===== src/hdl/bps_pkg.sv =====
// Shared types and defaults for the buzzer pattern sequencer.
package bps_pkg;

  localparam int DEF_TABLE_DEPTH = 64;
  localparam int DEF_TIME_WIDTH  = 16;

  typedef enum logic [1:0] {
    OP_TICK  = 2'd0,
    OP_WRITE = 2'd1,
    OP_START = 2'd2,
    OP_STOP  = 2'd3
  } op_t;

  typedef struct packed {
    op_t         op;
    logic [5:0]  note_slot;
    logic [15:0] on_time;
    logic [15:0] off_time;
    logic [6:0]  pattern_length;
  } in_word_t;

  typedef struct packed {
    logic       buzzer_drive;
    logic       playing;
    logic [5:0] current_note;
    logic       pattern_done;
  } out_word_t;

endpackage


===== src/hdl/bps_note_mem.sv =====
// Note table memory: one entry holds on and off time, registered read with write forwarding.
module bps_note_mem #(
  parameter int TABLE_DEPTH = bps_pkg::DEF_TABLE_DEPTH,
  parameter int TIME_WIDTH  = bps_pkg::DEF_TIME_WIDTH,
  localparam int AW = (TABLE_DEPTH > 1) ? $clog2(TABLE_DEPTH) : 1
) (
  input  logic                    clk,
  input  logic                    wr_en,
  input  logic [AW-1:0]           wr_addr,
  input  logic [2*TIME_WIDTH-1:0] wr_data,
  input  logic [AW-1:0]           rd_addr,
  output logic [2*TIME_WIDTH-1:0] rd_data_r
);

  logic [2*TIME_WIDTH-1:0] mem [TABLE_DEPTH];

  always_ff @(posedge clk) begin
    if (wr_en) begin
      mem[wr_addr] <= wr_data;
    end
    // pass a same-cycle write straight through so the next read is current
    if (wr_en && (wr_addr == rd_addr)) begin
      rd_data_r <= wr_data;
    end else begin
      rd_data_r <= mem[rd_addr];
    end
  end

endmodule


===== src/hdl/bps_out_buf.sv =====
// Two-entry result buffer: output register plus skid register.
module bps_out_buf (
  input  logic               clk,
  input  logic               rst_n,
  input  logic               push,
  input  bps_pkg::out_word_t push_word,
  output logic               push_ready,
  output logic               out_valid,
  input  logic               out_ready,
  output bps_pkg::out_word_t out_word
);

  logic               main_v_r;
  logic               skid_v_r;
  bps_pkg::out_word_t main_d_r;
  bps_pkg::out_word_t skid_d_r;
  logic               pop;

  assign pop        = main_v_r && out_ready;
  assign push_ready = !skid_v_r;
  assign out_valid  = main_v_r;
  assign out_word   = main_d_r;

  always_ff @(posedge clk) begin
    if (!rst_n) begin
      main_v_r <= 1'b0;
      skid_v_r <= 1'b0;
    end else if (pop) begin
      if (skid_v_r) begin
        main_d_r <= skid_d_r;
        skid_v_r <= 1'b0;
      end else if (push) begin
        main_d_r <= push_word;
      end else begin
        main_v_r <= 1'b0;
      end
    end else if (push) begin
      if (!main_v_r) begin
        main_d_r <= push_word;
        main_v_r <= 1'b1;
      end else begin
        skid_d_r <= push_word;
        skid_v_r <= 1'b1;
      end
    end
  end

endmodule


===== src/hdl/buzzer_pattern_sequencer_unit.sv =====
// Top level of the buzzer pattern sequencer: play control, note table and result buffer.
//
// Plays beep patterns from a software-loaded note table. Each input word is a
// one-millisecond tick, a note write, a pattern start or a stop, and each one
// yields exactly one result word showing drive, playing, note index and the
// pattern_done pulse after that word is applied. The block takes one input word
// every clock cycle while in_ready is high: the note table sits in a synchronous
// memory whose read address is always the note position the control logic is
// about to hold, so the current note's times are registered and ready when the
// next word arrives; a note write to that same position is forwarded through
// the read register. Each result is registered in the two-word buffer, so
// one more input word is taken while the consumer stalls, and in_ready drops
// only when both entries are full. No clearing pass is run after reset; a note
// must be written before it is played.
module buzzer_pattern_sequencer_unit #(
  parameter int TABLE_DEPTH = bps_pkg::DEF_TABLE_DEPTH,
  parameter int TIME_WIDTH  = bps_pkg::DEF_TIME_WIDTH
) (
  input  logic               clk,
  input  logic               rst_n,
  input  logic               in_valid,
  output logic               in_ready,
  input  bps_pkg::in_word_t  in_word,
  output logic               out_valid,
  input  logic               out_ready,
  output bps_pkg::out_word_t out_word
);

  localparam int AW = (TABLE_DEPTH > 1) ? $clog2(TABLE_DEPTH) : 1;
  localparam int LW = $clog2(TABLE_DEPTH + 1);

  typedef enum logic [1:0] {
    PH_IDLE = 2'd0,
    PH_ON   = 2'd1,
    PH_OFF  = 2'd2
  } phase_t;

  phase_t                  phase_r, phase_nxt;
  logic [AW-1:0]           pos_r, pos_nxt;
  logic [LW-1:0]           len_r, len_nxt;
  logic [TIME_WIDTH-1:0]   elapsed_r, elapsed_nxt;
  logic                    drive_r, drive_nxt;
  logic                    done;

  logic                    in_fire;
  logic                    wr_en;
  logic [2*TIME_WIDTH-1:0] wr_data;
  logic [2*TIME_WIDTH-1:0] rd_data_r;
  logic [TIME_WIDTH-1:0]   cur_on;
  logic [TIME_WIDTH-1:0]   cur_off;
  logic [TIME_WIDTH-1:0]   elapsed_inc;
  logic [LW-1:0]           pos_inc;
  logic [LW-1:0]           len_sat;
  bps_pkg::out_word_t      res_word;

  assign in_fire = in_valid && in_ready;
  assign cur_on  = rd_data_r[2*TIME_WIDTH-1:TIME_WIDTH];
  assign cur_off = rd_data_r[TIME_WIDTH-1:0];
  // store times truncated (or zero-extended) to the configured width
  assign wr_data = {TIME_WIDTH'(32'(in_word.on_time)), TIME_WIDTH'(32'(in_word.off_time))};

  // saturate the elapsed count at its maximum
  assign elapsed_inc = (elapsed_r == '1) ? elapsed_r : elapsed_r + TIME_WIDTH'(1);
  assign pos_inc     = LW'(pos_r) + LW'(1);
  assign len_sat     = (32'(in_word.pattern_length) > TABLE_DEPTH) ?
                       LW'(TABLE_DEPTH) : LW'(in_word.pattern_length);

  always_comb begin
    phase_nxt   = phase_r;
    pos_nxt     = pos_r;
    len_nxt     = len_r;
    elapsed_nxt = elapsed_r;
    drive_nxt   = drive_r;
    done        = 1'b0;
    wr_en       = 1'b0;
    if (in_fire) begin
      case (in_word.op)
        bps_pkg::OP_WRITE: begin
          // drop writes beyond the table
          wr_en = (32'(in_word.note_slot) < TABLE_DEPTH);
        end
        bps_pkg::OP_START: begin
          if (in_word.pattern_length != '0) begin
            phase_nxt   = PH_ON;
            pos_nxt     = '0;
            len_nxt     = len_sat;
            elapsed_nxt = '0;
            drive_nxt   = 1'b1;
          end
        end
        bps_pkg::OP_STOP: begin
          phase_nxt   = PH_IDLE;
          pos_nxt     = '0;
          len_nxt     = '0;
          elapsed_nxt = '0;
          drive_nxt   = 1'b0;
        end
        bps_pkg::OP_TICK: begin
          if (phase_r == PH_ON) begin
            if (elapsed_inc >= cur_on) begin
              phase_nxt   = PH_OFF;
              elapsed_nxt = '0;
              drive_nxt   = 1'b0;
            end else begin
              elapsed_nxt = elapsed_inc;
            end
          end else if (phase_r == PH_OFF) begin
            if (elapsed_inc >= cur_off) begin
              elapsed_nxt = '0;
              if (pos_inc >= len_r) begin
                // last note finished: go idle and flag completion
                phase_nxt = PH_IDLE;
                pos_nxt   = '0;
                len_nxt   = '0;
                drive_nxt = 1'b0;
                done      = 1'b1;
              end else begin
                phase_nxt = PH_ON;
                pos_nxt   = AW'(pos_inc);
                drive_nxt = 1'b1;
              end
            end else begin
              elapsed_nxt = elapsed_inc;
            end
          end
        end
        default: ;
      endcase
    end
  end

  always_comb begin
    res_word.buzzer_drive = drive_nxt;
    res_word.playing      = (phase_nxt != PH_IDLE);
    res_word.current_note = (phase_nxt != PH_IDLE) ? 6'(pos_nxt) : 6'd0;
    res_word.pattern_done = done;
  end

  always_ff @(posedge clk) begin
    if (!rst_n) begin
      phase_r   <= PH_IDLE;
      pos_r     <= '0;
      len_r     <= '0;
      elapsed_r <= '0;
      drive_r   <= 1'b0;
    end else begin
      phase_r   <= phase_nxt;
      pos_r     <= pos_nxt;
      len_r     <= len_nxt;
      elapsed_r <= elapsed_nxt;
      drive_r   <= drive_nxt;
    end
  end

  // read the note the control will hold next cycle
  bps_note_mem #(
    .TABLE_DEPTH (TABLE_DEPTH),
    .TIME_WIDTH  (TIME_WIDTH)
  ) u_note_mem (
    .clk       (clk),
    .wr_en     (wr_en),
    .wr_addr   (AW'(in_word.note_slot)),
    .wr_data   (wr_data),
    .rd_addr   (pos_nxt),
    .rd_data_r (rd_data_r)
  );

  bps_out_buf u_out_buf (
    .clk        (clk),
    .rst_n      (rst_n),
    .push       (in_fire),
    .push_word  (res_word),
    .push_ready (in_ready),
    .out_valid  (out_valid),
    .out_ready  (out_ready),
    .out_word   (out_word)
  );

  // idle holds a cleared position and the drive off
  a_idle_clean: assert property (@(posedge clk) disable iff (!rst_n)
    (phase_r == PH_IDLE) |-> (pos_r == '0 && !drive_r && len_r == '0))
    else $error("idle state not cleared");

  // while playing, the position stays inside the pattern
  a_pos_in_range: assert property (@(posedge clk) disable iff (!rst_n)
    (phase_r != PH_IDLE) |-> (LW'(pos_r) < len_r))
    else $error("note position beyond pattern length");

  // an accepted stop always leaves the block idle
  a_stop_idle: assert property (@(posedge clk) disable iff (!rst_n)
    (in_fire && in_word.op == bps_pkg::OP_STOP) |=> (phase_r == PH_IDLE))
    else $error("stop did not return to idle");

  // drive on only in the on phase
  a_drive_on_phase: assert property (@(posedge clk) disable iff (!rst_n)
    drive_r |-> (phase_r == PH_ON))
    else $error("drive active outside on phase");

endmodule


===== config.mk =====
export PLATFORM = sky130hd
export DESIGN_NAME = buzzer_pattern_sequencer_unit
export DESIGN_NICKNAME = d
export VERILOG_FILES = /design/src/hdl/bps_pkg.sv /design/src/hdl/bps_note_mem.sv /design/src/hdl/bps_out_buf.sv /design/src/hdl/buzzer_pattern_sequencer_unit.sv
export SDC_FILE = /design/constraint.sdc
export NUM_CORES = 2
export LEC_CHECK = 0
export ABC_AREA = 1
export ABC_CLOCK_PERIOD_IN_PS = 8000
export BUFFER_PORTS_ARGS = -buffer_cell sky130_fd_sc_hd__buf_2
export CORE_MARGIN = 3
export CORE_UTILIZATION = 65
export CTS_CLUSTER_SIZE = 12
export DETAILED_ROUTE_END_ITERATION = 8
export PLACE_DENSITY = 0.81
export SETUP_SLACK_MARGIN = 0.1
export SYNTH_ARGS = -nofsm -noshare
export SYNTH_HDL_FRONTEND = slang
export SYNTH_SLANG_ARGS = --single-unit

===== constraint.sdc =====
create_clock -name clk -period 8 [get_ports clk]
set_input_delay 1.2 -clock clk [delete_from_list [all_inputs] [get_ports clk]]
set_output_delay 1.2 -clock clk [all_outputs]
set_load 0.005 [all_outputs]

==> metrics.json <==
{
  "status": {
    "result_of_the_run": "complete, no violations"
  },
  "sta": {
    "timing.fmax_mhz": 170.4,
    "worst_max_slew_margin_expressed_relative_to_the_limit_pct": 10.41,
    "post-route-worst-setup-slack_ns": 2.130,
    "timing_hold_violations_final": 0,
    "min_period_ns": 5.870,
    "setup_total_negative_slack_ns": 0,
    "setup_repair_after_global_routing_missed_its_margin": "no",
    "fin_worst_skew_ns": 0.03574,
    "report.final.setup_viol": 0,
    "final_min_period_over_clock_period_pct": 73.37,
    "slew_violations": 0,
    "slew_at_the_pin_with_the_worst_max_slew_slack_ns": 1.341
  },
  "synthesis": {
    "postSynthCellCount": 6512,
    "synthesis.nets": 6610,
    "synth.yosys.warnings": 0,
    "ys_seq_elements": 2106,
    "count_of_different_cell_masters_after_synthesis": 46,
    "number_of_enable_type_register_cells_in_the_synthesized_netlist": 2066,
    "syn-mean-instance-area_um2": 12.90,
    "ys_seq_area_share_pct": 74.82,
    "syn-cell-area_um2": 83980,
    "synthArstFlopShare_pct": 0,
    "commonest_register_cell_after_synthesis": "sky130_fd_sc_hd__edfxtp_1"
  },
  "clock_network": {
    "cts.repair.resized": 0,
    "worstSkewPairLatency_ns": 0.84,
    "clk_pin_slew_worst_paths_ns": 0.06,
    "ctsHoldBuffers": 0,
    "clock_buffer_depth": 3,
    "number_of_setup_buffers_added_after_cts": 0,
    "clock_root_buffer": "sky130_fd_sc_hd__clkbuf_16",
    "numClockSinks": 2106,
    "cts-buffers-inserted": 202,
    "htreeDepth": 4,
    "tritoncts": "done"
  },
  "finish": {
    "area_of_combinational_cells_with_multiple_inputs_um2": 19140,
    "nFillCells": 7689,
    "layout.area.seq_um2": 62860,
    "layout_overhead_on_the_synthesized_area_pct": 9.149,
    "finalNetCount": 6561,
    "layout_common_cells": "sky130_fd_sc_hd__edfxtp_1, sky130_fd_sc_hd__nor2_1, sky130_fd_sc_hd__o21ai_0",
    "final_cells": 8221,
    "layout-drive-gt1-share_pct": 7.843,
    "layout.cells.most_common": "sky130_fd_sc_hd__edfxtp_1"
  },
  "detailed_routing": {
    "antenna_left": 0,
    "detail_route.wirelength_mm": 237.7,
    "starting_drt_drc_count": 10440,
    "routed-via-count": 57720,
    "dr.pass1.iters": 6,
    "drt-vias-per-instance": 7.021,
    "detail_route.drc_violations": 0,
    "wire_per_inst_um": 28.91
  },
  "floorplan": {
    "initial_standard_cell_utilization_of_the_core_pct": 65.69,
    "core_um2": 127800,
    "io-pin-count": 62,
    "die_width_um": 365.5,
    "std_cell_rows": 131,
    "design.die.area_um2": 133600,
    "die_h_um": 365.5
  },
  "pwr": {
    "cellLeakagePower_uw": 0.02996,
    "worst_ir_drop_vdd_mv": 0.2272,
    "powerDensity_nw_per_um2": 233.1
  },
  "placed_design": {
    "hpwl_after_detailed_placement_mm": 119.6,
    "placement.setup.worst_slack_ns": 2.376,
    "finalWeightedCongestion": 0.9073,
    "place.detailed.instances": 7921,
    "port-buffer-count": 61
  },
  "min_path": {
    "timing.hold.worst_path_depth": 2,
    "hp-start": "len_r[4]",
    "min_path_type": "register to register",
    "hold_ep": "len_r[4]"
  },
  "setup_path": {
    "r2r.worst_path.cells": 24,
    "path_cells": "inv_16, buf_4, o21ai_0, o22ai_1, o21ai_0, o22ai_1, nor2_1, o22a_1, ha_1, nand2_1, inv_1, nand2_1, nor2_1, nor2_1, nand2_1, nand2_1, nand2_2, nand3_1, nand2_1, a21oi_1, nor2_1, nand2_2, inv_2, nor2_1",
    "critPathArrivalTime_ns": 6.44,
    "critPathSlowestCell": "sky130_fd_sc_hd__buf_4",
    "path_class": "register to register",
    "r2r_slack_ns": 2.13,
    "timing.rr.end": "u_out_buf.skid_d_r[1]",
    "critical_path_required_ns": 8.57,
    "cp-start-kind": "register",
    "setup.worst_path.end_class": "register",
    "crit_fanout": 222,
    "critical_path.n_buffers_inverters": 4,
    "cpLargestDelayFamily": "compound AO/OA/AOI/OAI gates",
    "slowest_delay_ns": 0.79
  },
  "global_routing": {
    "grt_antenna_before_repair": 7,
    "grt_remaining_overflow": 0,
    "grt_util_all_layers_pct": 35.25,
    "grt_first_pass_wirelength_mm": 344.2,
    "grt_pass1_vias": 55190,
    "grt_start_max_net_pins": 223
  },
  "flow_run": {
    "max_cap_violations": 0
  }
}
where the power goes:
part           switching [uW]  total (uW)  internal, uW
Sequential               15.2       12200         12100
Combinational             475         599           123
Clock                    3850        8620          4770
Total                    4340       21400         17000
sequential cells by signal (all words and copies together) (netlist names), named ones only:
register	cells
u_note_mem.mem	2048
elapsed_r	16
u_out_buf.out_word	9
u_out_buf.skid_d_r	9
len_r	7
pos_r	6
phase_r	2
drive_r	1
u_out_buf.out_valid	1
u_out_buf.skid_v_r	1
cell type report:
cell class	instances	area share (%)
Clock buffer	263	5.913
Multi-Input combinational cell	3869	20.88
Antenna cell	5	0.01365
Timing Repair Buffer	197	1.652
Sequential cell	2106	68.57
Tap cell	1662	2.269
Inverter	87	0.4027
Clock inverter	32	0.2935
per-layer routing:
metal  GRT usage [%]  part of all wire (%)  vias up
met1           46.72                    34    27690
met3           8.956                    15      985
met5               0                0.0055        -
li1                -                     -    24070
met4           20.03                   6.1        2
met2           53.85                    45     4976
worst register-to-register path, stage by stage (launching register included):
cell                      delay (ns)
sky130_fd_sc_hd__dfxtp_4        0.53
sky130_fd_sc_hd__inv_16         0.57
sky130_fd_sc_hd__buf_4          0.93
sky130_fd_sc_hd__o21ai_0        0.28
sky130_fd_sc_hd__o22ai_1        0.15
sky130_fd_sc_hd__o21ai_0        0.11
sky130_fd_sc_hd__o22ai_1        0.71
sky130_fd_sc_hd__nor2_1         0.14
sky130_fd_sc_hd__o22a_1         0.33
sky130_fd_sc_hd__ha_1           0.34
sky130_fd_sc_hd__nand2_1        0.06
sky130_fd_sc_hd__inv_1          0.04
sky130_fd_sc_hd__nand2_1        0.07
sky130_fd_sc_hd__nor2_1         0.13
sky130_fd_sc_hd__nor2_1         0.05
sky130_fd_sc_hd__nand2_1        0.07
sky130_fd_sc_hd__nand2_1        0.07
sky130_fd_sc_hd__nand2_2        0.16
sky130_fd_sc_hd__nand3_1        0.11
sky130_fd_sc_hd__nand2_1        0.11
sky130_fd_sc_hd__a21oi_1        0.08
sky130_fd_sc_hd__nor2_1         0.19
sky130_fd_sc_hd__nand2_2        0.19
sky130_fd_sc_hd__inv_2          0.16
sky130_fd_sc_hd__nor2_1         0.06
cells by family (layout without fill, tap and decap cells):
| kind of cell | count (synthesis) | after routing | share of synthesized area [%] |
|---|---|---|---|
| mux | 1 | 1 | 0.01341 |
| simple gates | 1808 | 1808 | 8.310 |
| fa+ha+maj | 47 | 47 | 0.7002 |
| flops | 2106 | 2106 | 74.82 |
| buf+inv | 537 | 579 | 2.954 |
| other cells | 0 | 5 | 0 |
| compound gates | 2001 | 2001 | 13.07 |
| xor+xnor | 12 | 12 | 0.1251 |
per-stage QoR:
| stage | hold slack (ns) | area (um2) | util (%) | total power, uW |
|---|---|---|---|---|
| after CTS | 0.4650 | 91660 | 71.69 | 21330 |
| final | 0.4714 | 91670 | 71.70 | 21370 |
| after floorplan | 0.4347 | 83980 | - | 12620 |
| after global routing | 0.5010 | 91660 | 71.69 | 21800 |
| after detailed placement | 0.4570 | 85970 | 67.24 | 12950 |
| after global placement | 0.4529 | 85970 | 67.24 | 12930 |
worst max path at each step:
| stage | startpoint | end | slack [ns] | cells past startpoint |
|---|---|---|---|---|
| CTS | register | u_out_buf.skid_d_r[1] | 2.37 | 24 |
| global placement | register | u_out_buf.skid_d_r[4] | 2.38 | 24 |
| detailed placement | register | u_out_buf.skid_d_r[4] | 2.38 | 24 |
| finish | register | u_out_buf.skid_d_r[1] | 2.13 | 24 |
| floorplan | in_word[46] | u_note_mem.mem[0][0] | 4.12 | 6 |
| global route | register | len_r[3] | 1.94 | 22 |
Yosys cell counts, types with 2 or more instances:
cell | instances | area share, %
sky130_fd_sc_hd__clkbuf_2 | 4 | 0.024
sky130_fd_sc_hd__ha_1 | 47 | 0.70
sky130_fd_sc_hd__xor2_1 | 10 | 0.10
sky130_fd_sc_hd__inv_2 | 5 | 0.022
sky130_fd_sc_hd__clkbuf_1 | 257 | 1.1
sky130_fd_sc_hd__o21ai_0 | 1171 | 7.0
sky130_fd_sc_hd__dfxtp_1 | 40 | 0.95
sky130_fd_sc_hd__a21oi_2 | 2 | 0.021
sky130_fd_sc_hd__o22a_1 | 7 | 0.073
sky130_fd_sc_hd__inv_1 | 79 | 0.35
sky130_fd_sc_hd__buf_1 | 11 | 0.049
sky130_fd_sc_hd__nor2_1 | 1437 | 6.4
sky130_fd_sc_hd__buf_2 | 110 | 0.66
sky130_fd_sc_hd__o22ai_1 | 608 | 4.5
sky130_fd_sc_hd__a31oi_1 | 2 | 0.015
sky130_fd_sc_hd__o21a_1 | 2 | 0.018
sky130_fd_sc_hd__a211oi_1 | 2 | 0.018
sky130_fd_sc_hd__nand4_1 | 22 | 0.16
sky130_fd_sc_hd__nand2_1 | 253 | 1.1
sky130_fd_sc_hd__buf_4 | 51 | 0.46
sky130_fd_sc_hd__nor4_1 | 2 | 0.015
sky130_fd_sc_hd__a21oi_1 | 50 | 0.30
sky130_fd_sc_hd__o221ai_1 | 3 | 0.031
sky130_fd_sc_hd__nand3_1 | 75 | 0.45
sky130_fd_sc_hd__o21ai_2 | 4 | 0.042
sky130_fd_sc_hd__nor3_1 | 11 | 0.066
sky130_fd_sc_hd__nand2_2 | 4 | 0.030
sky130_fd_sc_hd__edfxtp_1 | 2066 | 74
sky130_fd_sc_hd__xnor2_1 | 2 | 0.021
sky130_fd_sc_hd__o21bai_1 | 3 | 0.027
sky130_fd_sc_hd__o21ai_1 | 116 | 0.69
sky130_fd_sc_hd__o32ai_1 | 26 | 0.27
sky130_fd_sc_hd__buf_6 | 17 | 0.23
No activity file was read; power rests on OpenSTA's default activity.
